File: src/design/jmbs_pkg.sv
// Package with the types, constants and character classes of the JSON message splitter.
package jmbs_pkg;

   localparam int unsigned DEPTH_BITS = 16;
   localparam int unsigned LEN_BITS = 16;
   localparam int unsigned CONSUMED_BITS = 16;
   localparam int unsigned HEX_DIGITS = 4;

   localparam logic [DEPTH_BITS-1:0] DEPTH_MAX = {DEPTH_BITS{1'b1}};
   localparam logic [LEN_BITS-1:0] LEN_MAX = {LEN_BITS{1'b1}};

   localparam logic [7:0] CH_NUL = 8'h00;
   localparam logic [7:0] CH_SPACE = 8'h20;
   localparam logic [7:0] CH_TAB = 8'h09;
   localparam logic [7:0] CH_OPEN = 8'h7B;
   localparam logic [7:0] CH_CLOSE = 8'h7D;
   localparam logic [7:0] CH_QUOTE = 8'h22;
   localparam logic [7:0] CH_BSLASH = 8'h5C;
   localparam logic [7:0] CH_SLASH = 8'h2F;
   localparam logic [7:0] CH_LC_B = 8'h62;
   localparam logic [7:0] CH_LC_F = 8'h66;
   localparam logic [7:0] CH_LC_N = 8'h6E;
   localparam logic [7:0] CH_LC_R = 8'h72;
   localparam logic [7:0] CH_LC_T = 8'h74;
   localparam logic [7:0] CH_LC_U = 8'h75;
   localparam logic [7:0] CH_DIG_0 = 8'h30;
   localparam logic [7:0] CH_DIG_9 = 8'h39;
   localparam logic [7:0] CH_LC_A = 8'h61;
   localparam logic [7:0] CH_UC_A = 8'h41;
   localparam logic [7:0] CH_UC_F = 8'h46;

   typedef enum logic [4:0] {
      PH_START  = 5'b00001,
      PH_BRACES = 5'b00010,
      PH_STRING = 5'b00100,
      PH_ESCAPE = 5'b01000,
      PH_HEX    = 5'b10000
   } phase_type;

   typedef enum logic [1:0] {
      ST_MORE       = 2'd0,
      ST_DONE       = 2'd1,
      ST_ERROR      = 2'd2,
      ST_INCOMPLETE = 2'd3
   } status_type;

   function automatic logic is_hex(input logic [7:0] c);
      return (c >= CH_DIG_0 && c <= CH_DIG_9) || (c >= CH_LC_A && c <= CH_LC_F) ||
             (c >= CH_UC_A && c <= CH_UC_F);
   endfunction

   function automatic logic is_escape_char(input logic [7:0] c);
      return c == CH_BSLASH || c == CH_QUOTE || c == CH_SLASH || c == CH_LC_B ||
             c == CH_LC_F || c == CH_LC_N || c == CH_LC_R || c == CH_LC_T ||
             c == CH_LC_U;
   endfunction

endpackage

File: src/design/json_message_boundary_splitter_top.sv
// Top level of the JSON message splitter: byte scanner, state and result register.
//
//  channel   | ports                              | direction
//  ----------+------------------------------------+----------
//  request   | req_valid, req_ready, req_ch       | in
//  result    | rsp_valid, rsp_ready, rsp_status,  | out
//            | rsp_consumed                       |
//
// Each request is scanned in the cycle it is accepted and its result appears in the
// result register on the next cycle; one request per cycle is sustained while results are taken.
// The result register is the only stage, so req_ready stays high while the result is
// taken or the register is empty, and drops only while a result is stalled.
// Reset clears the scan state to the start of a message and empties the result register.
module json_message_boundary_splitter_top (
   input  logic        clock,
   input  logic        reset,
   input  logic        req_valid,
   output logic        req_ready,
   input  logic [7:0]  req_ch,
   output logic        rsp_valid,
   input  logic        rsp_ready,
   output logic [1:0]  rsp_status,
   output logic [15:0] rsp_consumed
);

   jmbs_pkg::phase_type                 phase_ff, phase_in;
   logic [2:0]                          hex_left_ff, hex_left_in;
   logic [jmbs_pkg::DEPTH_BITS-1:0]     depth_count_ff, depth_count_in;
   logic [jmbs_pkg::LEN_BITS-1:0]       byte_count_ff, byte_count_in;
   logic [jmbs_pkg::LEN_BITS-1:0]       count_inc;
   logic [jmbs_pkg::LEN_BITS-1:0]       consumed_full;
   jmbs_pkg::status_type                status;

   logic                                rsp_valid_ff;
   jmbs_pkg::status_type                rsp_status_ff;
   logic [jmbs_pkg::CONSUMED_BITS-1:0]  rsp_consumed_ff;
   logic                                req_take;

   assign req_ready = !rsp_valid_ff || rsp_ready;
   assign req_take = req_valid && req_ready;
   assign rsp_valid = rsp_valid_ff;
   assign rsp_status = rsp_status_ff;
   assign rsp_consumed = rsp_consumed_ff;
   assign count_inc = byte_count_ff + 1'b1;

   always_comb begin
      phase_in = phase_ff;
      hex_left_in = hex_left_ff;
      depth_count_in = depth_count_ff;
      byte_count_in = byte_count_ff;
      consumed_full = byte_count_ff;
      status = jmbs_pkg::ST_MORE;
      if (req_ch == jmbs_pkg::CH_NUL) begin
         if (phase_ff == jmbs_pkg::PH_ESCAPE || phase_ff == jmbs_pkg::PH_HEX) begin
            status = jmbs_pkg::ST_ERROR;
         end else begin
            status = jmbs_pkg::ST_INCOMPLETE;
         end
      end else if (byte_count_ff == jmbs_pkg::LEN_MAX) begin
         status = jmbs_pkg::ST_ERROR;
      end else begin
         byte_count_in = count_inc;
         consumed_full = count_inc;
         case (phase_ff)
            jmbs_pkg::PH_BRACES: begin
               if (req_ch == jmbs_pkg::CH_OPEN) begin
                  if (depth_count_ff == jmbs_pkg::DEPTH_MAX) begin
                     status = jmbs_pkg::ST_ERROR;
                  end else begin
                     depth_count_in = depth_count_ff + 1'b1;
                  end
               end else if (req_ch == jmbs_pkg::CH_CLOSE) begin
                  if (depth_count_ff <= jmbs_pkg::DEPTH_BITS'(1)) begin
                     status = jmbs_pkg::ST_DONE;
                  end else begin
                     depth_count_in = depth_count_ff - 1'b1;
                  end
               end else if (req_ch == jmbs_pkg::CH_QUOTE) begin
                  phase_in = jmbs_pkg::PH_STRING;
               end
            end
            jmbs_pkg::PH_STRING: begin
               if (req_ch == jmbs_pkg::CH_QUOTE) begin
                  phase_in = jmbs_pkg::PH_BRACES;
               end else if (req_ch == jmbs_pkg::CH_BSLASH) begin
                  phase_in = jmbs_pkg::PH_ESCAPE;
               end
            end
            jmbs_pkg::PH_ESCAPE: begin
               if (!jmbs_pkg::is_escape_char(req_ch)) begin
                  status = jmbs_pkg::ST_ERROR;
               end else if (req_ch == jmbs_pkg::CH_LC_U) begin
                  hex_left_in = 3'(jmbs_pkg::HEX_DIGITS);
                  phase_in = jmbs_pkg::PH_HEX;
               end else begin
                  phase_in = jmbs_pkg::PH_STRING;
               end
            end
            jmbs_pkg::PH_HEX: begin
               if (!jmbs_pkg::is_hex(req_ch)) begin
                  status = jmbs_pkg::ST_ERROR;
               end else begin
                  hex_left_in = hex_left_ff - 1'b1;
                  if (hex_left_ff == 3'd1) begin
                     phase_in = jmbs_pkg::PH_STRING;
                  end
               end
            end
            default: begin
               if (req_ch != jmbs_pkg::CH_SPACE && req_ch != jmbs_pkg::CH_TAB) begin
                  if (req_ch != jmbs_pkg::CH_OPEN) begin
                     status = jmbs_pkg::ST_ERROR;
                  end else begin
                     depth_count_in = jmbs_pkg::DEPTH_BITS'(1);
                     phase_in = jmbs_pkg::PH_BRACES;
                  end
               end
            end
         endcase
      end
      if (status != jmbs_pkg::ST_MORE) begin
         phase_in = jmbs_pkg::PH_START;
         hex_left_in = '0;
         depth_count_in = '0;
         byte_count_in = '0;
      end
   end

   always_ff @(posedge clock) begin
      if (reset) begin
         phase_ff <= jmbs_pkg::PH_START;
         hex_left_ff <= '0;
         depth_count_ff <= '0;
         byte_count_ff <= '0;
         rsp_valid_ff <= 1'b0;
      end else begin
         if (req_take) begin
            phase_ff <= phase_in;
            hex_left_ff <= hex_left_in;
            depth_count_ff <= depth_count_in;
            byte_count_ff <= byte_count_in;
            rsp_valid_ff <= 1'b1;
         end else if (rsp_ready) begin
            rsp_valid_ff <= 1'b0;
         end
      end
   end

   always_ff @(posedge clock) begin
      if (req_take) begin
         rsp_status_ff <= status;
         rsp_consumed_ff <= jmbs_pkg::CONSUMED_BITS'(consumed_full);
      end
   end

endmodule

File: config.mk
export PLATFORM = sky130hd
export DESIGN_NAME = json_message_boundary_splitter_top
export DESIGN_NICKNAME = d
export VERILOG_FILES = /design/src/design/jmbs_pkg.sv /design/src/design/json_message_boundary_splitter_top.sv
export SDC_FILE = /design/constraint.sdc
export NUM_CORES = 1
export LEC_CHECK = 0
export BUFFER_PORTS_ARGS = -buffer_cell sky130_fd_sc_hd__buf_4
export CAP_MARGIN = 10
export CORE_MARGIN = 4
export CORE_UTILIZATION = 61
export CTS_BUF_LIST = sky130_fd_sc_hd__clkbuf_8
export CTS_CLUSTER_DIAMETER = 120
export DETAILED_ROUTE_END_ITERATION = 10
export PLACE_DENSITY_LB_ADDON = 0.12
export SYNTH_ARGS = -nofsm -noshare
export SYNTH_HDL_FRONTEND = slang
export SYNTH_SLANG_ARGS = --single-unit
File: constraint.sdc
create_clock -name clock -period 3.4 [get_ports clock]
set_input_delay 0.51 -clock clock [delete_from_list [all_inputs] [get_ports clock]]
set_output_delay 0.51 -clock clock [all_outputs]
set_load 0.03 [all_outputs]
==> flow_summary.ini, run 1 <==
[run_status]
outcome = completed

[floorplan]
die_x_um = 86
rows = 28
start_util_pct = 62.68
io_pins = 32
die_area_sq_mm = 0.007396
die_y_um = 86
core_sq_mm = 0.005921

[pwr]
power.internal_mw = 1.348
sw_frac_of_total_pct = 25.93
power.switching_mw = 0.4721
cellLeakagePower_nw = 1.448
pwr-share-seq_pct = 42.3
power_frac_clock_pct = 44.3
power.total_mw = 1.820
comb_power_share_pct = 13.4
p_per_area_mw_per_mm2 = 427.3
peakVddDrop_v = 0.0004304

[critical_path]
worstRegToRegCells = 8
r2r-start = phase_ff[2]
cp_num_buf_inv = 1
cp-start-kind = flop
setup.worst_path.end_class = flop
reg2reg_to = depth_count_ff[15]
arrival_ns = 3.45
r2r_slack_ns = 0.19
path_delay_family = simple AND/OR/NAND/NOR gates
cp_cell_sequence = nor4_1 > nand4_1 > nor4_1 > a21o_1 > nor4_4 > buf_12 > or4_1 > a211oi_1
path_class = reg -> reg
crit_top_cell = nor4_1
slowest_stage = nor4_1
worst_path_largest_cell_delay_ns = 0.81
required_ns = 3.65
crit_fanout = 30

[synthesis]
synthArstFlopShare_pct = 0
syn_nets = 454
synth_edf_count = 18
synth-seq-cells = 59
synth.distinct_cells = 63
synth_cells = 436
ys_seq_area_share_pct = 36.68
syn_area_per_cell_sq_um = 8.512
synthFlopType = dfxtp_1
ys_warn_count = 0
synthesis.area_sq_mm = 0.003711

[global_routing]
grt_max_degree = 44
grt_pass1_wl_um = 15770
antenna_found_initial = 0
overflow = 0
grtUsageTotal_pct = 26.31
grt_pass1_vias = 3269

[clocking]
clockBufferDepth = 2
cts_resized = 0
cts_hold_buf = 0
post-cts-setup-buffers = 0
clock-sinks = 59
cts_tree = built
clkTransAtPathRegs_ns = 0.07
insertion_delay_ns = 0.35
h-tree-depth = 3
numCtsBuffers = 9
cts_root_buf = clkbuf_8

[placement]
place_congestion = 0.9253
io_buffers = 31
dp_slack_ns = 0.04490
dp_cells = 519
dp_hpwl_um = 6379

[timing]
setup_tns_ns = 0
period_needed_ns = 3.205
finClkSkew_ns = 0.008308
rsz0062_at_grt = false
tightest_slew_ns = 1.227
fmax_mhz = 312.0
fin_crit_sh_pct = 94.28
final_hold_viol_count = 0
fin_ws_ns = 0.1945
final_max_slew_viol_count = 0
setup_violations = 0
relSlewSlack_pct = 17.68

[final_layout]
n_fill_cell = 494
drive_gt1_share_pct = 15.65
layout_commonest_cell = buf_4
diodes = 0
multiInputGateArea_sq_mm = 0.002172
nets = 473
area_growth_syn_to_layout_pct = 14.80
layout_common_cells = buf_4 (42), dfxtp_1 (41), nor2_1 (27)
regArea_sq_mm = 0.001361
final_cells = 535

[worst_hold_path]
hold_class = in -> reg
hold_depth = 3
min-delay-start = req_valid
hold_end = rsp_valid

[routing]
drt-pass1-iter-count = 5
vias = 3595
final_antenna_net_count = 0
finalWirelength_um = 9464
wl_per_cell_um = 17.69
drc_errors = 0
drtIter0Drc = 471
vias_per_cell = 6.720

[run]
maxCapViolations = 0
[layout make-up]
class / count / share of cell area [%]
timing repair buffer: 43 / 7.871
clock inverter: 6 / 2.614
clock buffer: 10 / 3.231
sequential: 59 / 31.95
tap: 75 / 2.203
multi-input combinational: 329 / 50.98
inverter: 13 / 1.145
[flip-flops by register name, indices dropped and copies added (netlist names)]
name,cells
hex_left_ff,3
rsp_status,2
depth_count_ff,16
phase_ff,5
rsp_valid,1
rsp_consumed,16
byte_count_ff,16
[routing by layer]
metal	part of all wire, %	GRT usage, %
met1	44	37.61
met2	47	40.01
met3	7.0	4.131
met4	2.0	9.784
met5	0	0
[cell usage after synthesis, types with 2 or more instances]
cell | n | area (sq um)
nor4_1 | 11 | 68.82
o21bai_1 | 2 | 15.01
nand4b_1 | 3 | 26.28
or4_1 | 19 | 142.6
and3_1 | 8 | 50.05
nor3_1 | 20 | 100.1
ha_1 | 6 | 75.07
a21boi_0 | 2 | 15.01
a21oi_1 | 19 | 95.09
a31oi_1 | 6 | 37.54
nand4_1 | 11 | 68.82
nand2_1 | 26 | 97.59
a32o_1 | 2 | 20.02
xnor2_1 | 11 | 96.34
mux2_2 | 3 | 33.78
xor2_1 | 3 | 26.28
buf_2 | 2 | 10.01
mux2i_1 | 2 | 20.02
nand3_1 | 24 | 120.1
nor2_1 | 27 | 101.4
nor4_2 | 2 | 25.02
dfxtp_1 | 41 | 820.8
nand3b_1 | 5 | 37.54
o211ai_1 | 7 | 52.55
o21ai_0 | 10 | 50.05
and4_1 | 4 | 35.03
a21o_1 | 3 | 22.52
a31o_2 | 3 | 26.28
edfxtp_1 | 18 | 540.5
and2_1 | 3 | 18.77
o31ai_1 | 13 | 97.59
nand2b_1 | 6 | 37.54
clkbuf_1 | 31 | 116.4
or4b_1 | 2 | 20.02
or3_1 | 14 | 87.58
a211oi_1 | 16 | 120.1
nor2b_1 | 4 | 25.02
inv_1 | 12 | 45.04
o21a_1 | 3 | 22.52
a311oi_1 | 2 | 17.52
a22oi_1 | 8 | 60.06
[tightest hold or removal path, cell delays in order]
cell and delay, ns:
buf_4 0.08, inv_1 0.03, a21oi_1 0.10
[stage by stage]
stage,utilization [%],hold slack [ns],instance area [sq um]
floorplan,-,0.4492,3711
global placement,67.75,0.4645,4011
detailed placement,67.75,0.4687,4011
CTS,71.96,0.4045,4260
global route,71.96,0.4382,4260
finish,71.96,0.4089,4260
[worst max path at each step]
stage / startpoint / endpoint / slack, ns / cells past startpoint
2_1_floorplan: req_ch[0] / phase_ff[3] / 0.35 / 7
3_3_place_gp: req_ch[0] / phase_ff[3] / 0.13 / 8
3_5_place_dp: req_ch[0] / depth_count_ff[2] / 0.04 / 8
4_1_cts: phase_ff[2] / depth_count_ff[15] / 0.26 / 8
5_1_grt: phase_ff[2] / depth_count_ff[15] / 0.07 / 8
6_report: phase_ff[2] / depth_count_ff[15] / 0.19 / 8
[logic make-up after synthesis]
logic type	after synthesis	share of synthesized area [%]
flops	59	36.68
fa+ha+maj	6	2.023
simple gates	195	30.48
compound gates	109	21.04
xor+xnor	14	3.304
buf+inv	48	5.023
mux	5	1.450
[power groups by stage]
stage	logic (mW)	registers [mW]	clock network, mW
after floorplan	0.164	0.796	0
final	0.244	0.770	0.806
after global placement	0.232	0.784	0
after detailed placement	0.239	0.785	0
after CTS	0.243	0.769	0.816
after global routing	0.268	0.773	0.848
No activity file was read; power rests on OpenSTA's default activity.
==> inputs of run 2 (changes only) <==
--- a/config.mk
+++ b/config.mk
@@ -12,7 +12,8 @@
 export CTS_BUF_LIST = sky130_fd_sc_hd__clkbuf_8
 export CTS_CLUSTER_DIAMETER = 120
 export DETAILED_ROUTE_END_ITERATION = 10
-export PLACE_DENSITY_LB_ADDON = 0.12
+export PLACE_DENSITY = 0.79
 export SYNTH_ARGS = -nofsm -noshare
 export SYNTH_HDL_FRONTEND = slang
 export SYNTH_SLANG_ARGS = --single-unit
+export TNS_END_PERCENT = 50
==> flow_summary.ini, run 2 (same netlist as run 1, synthesis figures left out) <==
[pwr]
p_per_area_mw_per_mm2 = 370.1
cellLeakagePower_nw = 1.428
peakVddDrop_v = 0.0002819

[global_routing]
overflow = 0
grt_max_degree = 44
antenna_found_initial = 0
grt_pass1_wl_um = 15810
grtUsageTotal_pct = 26.60
grt_pass1_vias = 3291

[worst_hold_path]
min-delay-start = req_valid
hold_class = in -> reg

[clocking]
cts_hold_buf = 0
h-tree-depth = 3
cts_root_buf = clkbuf_8
cts_tree = built
post-cts-setup-buffers = 0
insertion_delay_ns = 0.34
numCtsBuffers = 9
cts_resized = 0
clkTransAtPathRegs_ns = 0.07
clockBufferDepth = 2
clock-sinks = 59

[final_layout]
nets = 476
final_cells = 538
layout_commonest_cell = buf_4
diodes = 0
drive_gt1_share_pct = 15.77
final_util_pct = 70.86
area_growth_syn_to_layout_pct = 13.05
layout_common_cells = buf_4 (45), dfxtp_1 (41), nor2_1 (27)

[placement]
dp_cells = 522
place_congestion = 0.8608
dp_hpwl_um = 6488
io_buffers = 31

[critical_path]
cp-start-kind = flop
cp-startpoint = phase_ff[2]
required_ns = 3.65
arrival_ns = 3.32
slowest_stage = nor4_1
path_delay_family = simple AND/OR/NAND/NOR gates
cp_cell_sequence = nor4_1 > nand4_1 > nor4_1 > a21o_1 > nor4_4 > buf_12 > or4_1 > a211oi_1
path_class = reg -> reg
worst_path_largest_cell_delay_ns = 0.75
setup.worst_path.end_class = flop
path_depth = 8
crit_fanout = 30
r2r-start = phase_ff[2]
reg2reg_to = depth_count_ff[12]
crit_end = depth_count_ff[12]
worstRegToRegCells = 8
r2r_slack_ns = 0.33
crit_top_cell = nor4_1
cp_num_buf_inv = 1

[routing]
drt-pass1-iter-count = 4
vias = 3560
final_antenna_net_count = 0
wl_per_cell_um = 17.26
vias_per_cell = 6.617
drtIter0Drc = 211
drc_errors = 0
finalWirelength_um = 9286

[timing]
setup_violations = 0
period_needed_ns = 3.071
tightest_slew_ns = 0.8242
relSlewSlack_pct = 44.68
fin_crit_sh_pct = 90.31
fmax_mhz = 325.7
rsz0062_at_grt = false
final_hold_viol_count = 0
setup_tns_ns = 0
finClkSkew_ns = 0.008278
final_max_slew_viol_count = 0

[run]
maxCapViolations = 0

[floorplan]
io_pins = 32
rows = 28
start_util_pct = 62.68
die_y_um = 86
die_area_sq_mm = 0.007396
core_sq_mm = 0.005921
die_x_um = 86

[run_status]
outcome = completed
## run 2: cell types whose count changed in the layout (fill, tap and decap cells not counted), sizes merged
cell and change:
clkbuf -1, buf +3, inv +1, bufinv -3
clkinv +2, clkinvlp +1
## run 2: stage by stage
| stage | hold slack, ns | power [mW] | setup slack (ns) | area (sq um) |
|---|---|---|---|---|
| finish | 0.4138 | 1.553 | 0.3295 | 4195 |
| global route | 0.4404 | 1.628 | 0.04420 | 4195 |
| CTS | 0.4098 | 1.558 | 0.3206 | 4195 |
| detailed placement | 0.4814 | 1.026 | 0.04468 | 4034 |
| global placement | 0.4610 | 1.017 | 0.1233 | 4034 |
| floorplan | 0.4492 | 0.9593 | 0.3517 | 3711 |
## run 2: area by class of cell
class | count | area (sq um)
sequential | 59 | 1361
timing repair buffer | 46 | 357.8
inverter | 13 | 48.80
tap | 75 | 93.84
clock inverter | 7 | 37.54
multi-input combinational | 329 | 2172
fill | 483 | 1725
clock buffer | 9 | 123.9
## run 2: metal layers
layer  global-route usage [%]  up-vias  share of wire (%)
met5                        0        -                  0
met3                    4.419       19                5.5
met2                    41.42      113                 47
met1                    36.65     1697                 46
met4                    10.79        0                1.9
li1                         -     1731                  -
## run 2: how the worst min path moves through the flow
stage,endpoint,slack (ns),cells past startpoint
final,rsp_valid,0.41,3
after global routing,rsp_valid,0.44,3
after CTS,rsp_valid,0.41,3
after detailed placement,byte_count_ff[12],0.48,2
after global placement,hex_left_ff[0],0.46,2
after floorplan,hex_left_ff[0],0.45,2
## run 2: worst min-delay path, stage by stage
cell	delay [ns]
buf_4	0.11
inv_1	0.04
a21oi_1	0.05
## run 2: report_power, final
part / switching, mW / internal, mW
Clock: 0.285 / 0.254
Sequential: 0.0231 / 0.747
Combinational: 0.149 / 0.0938
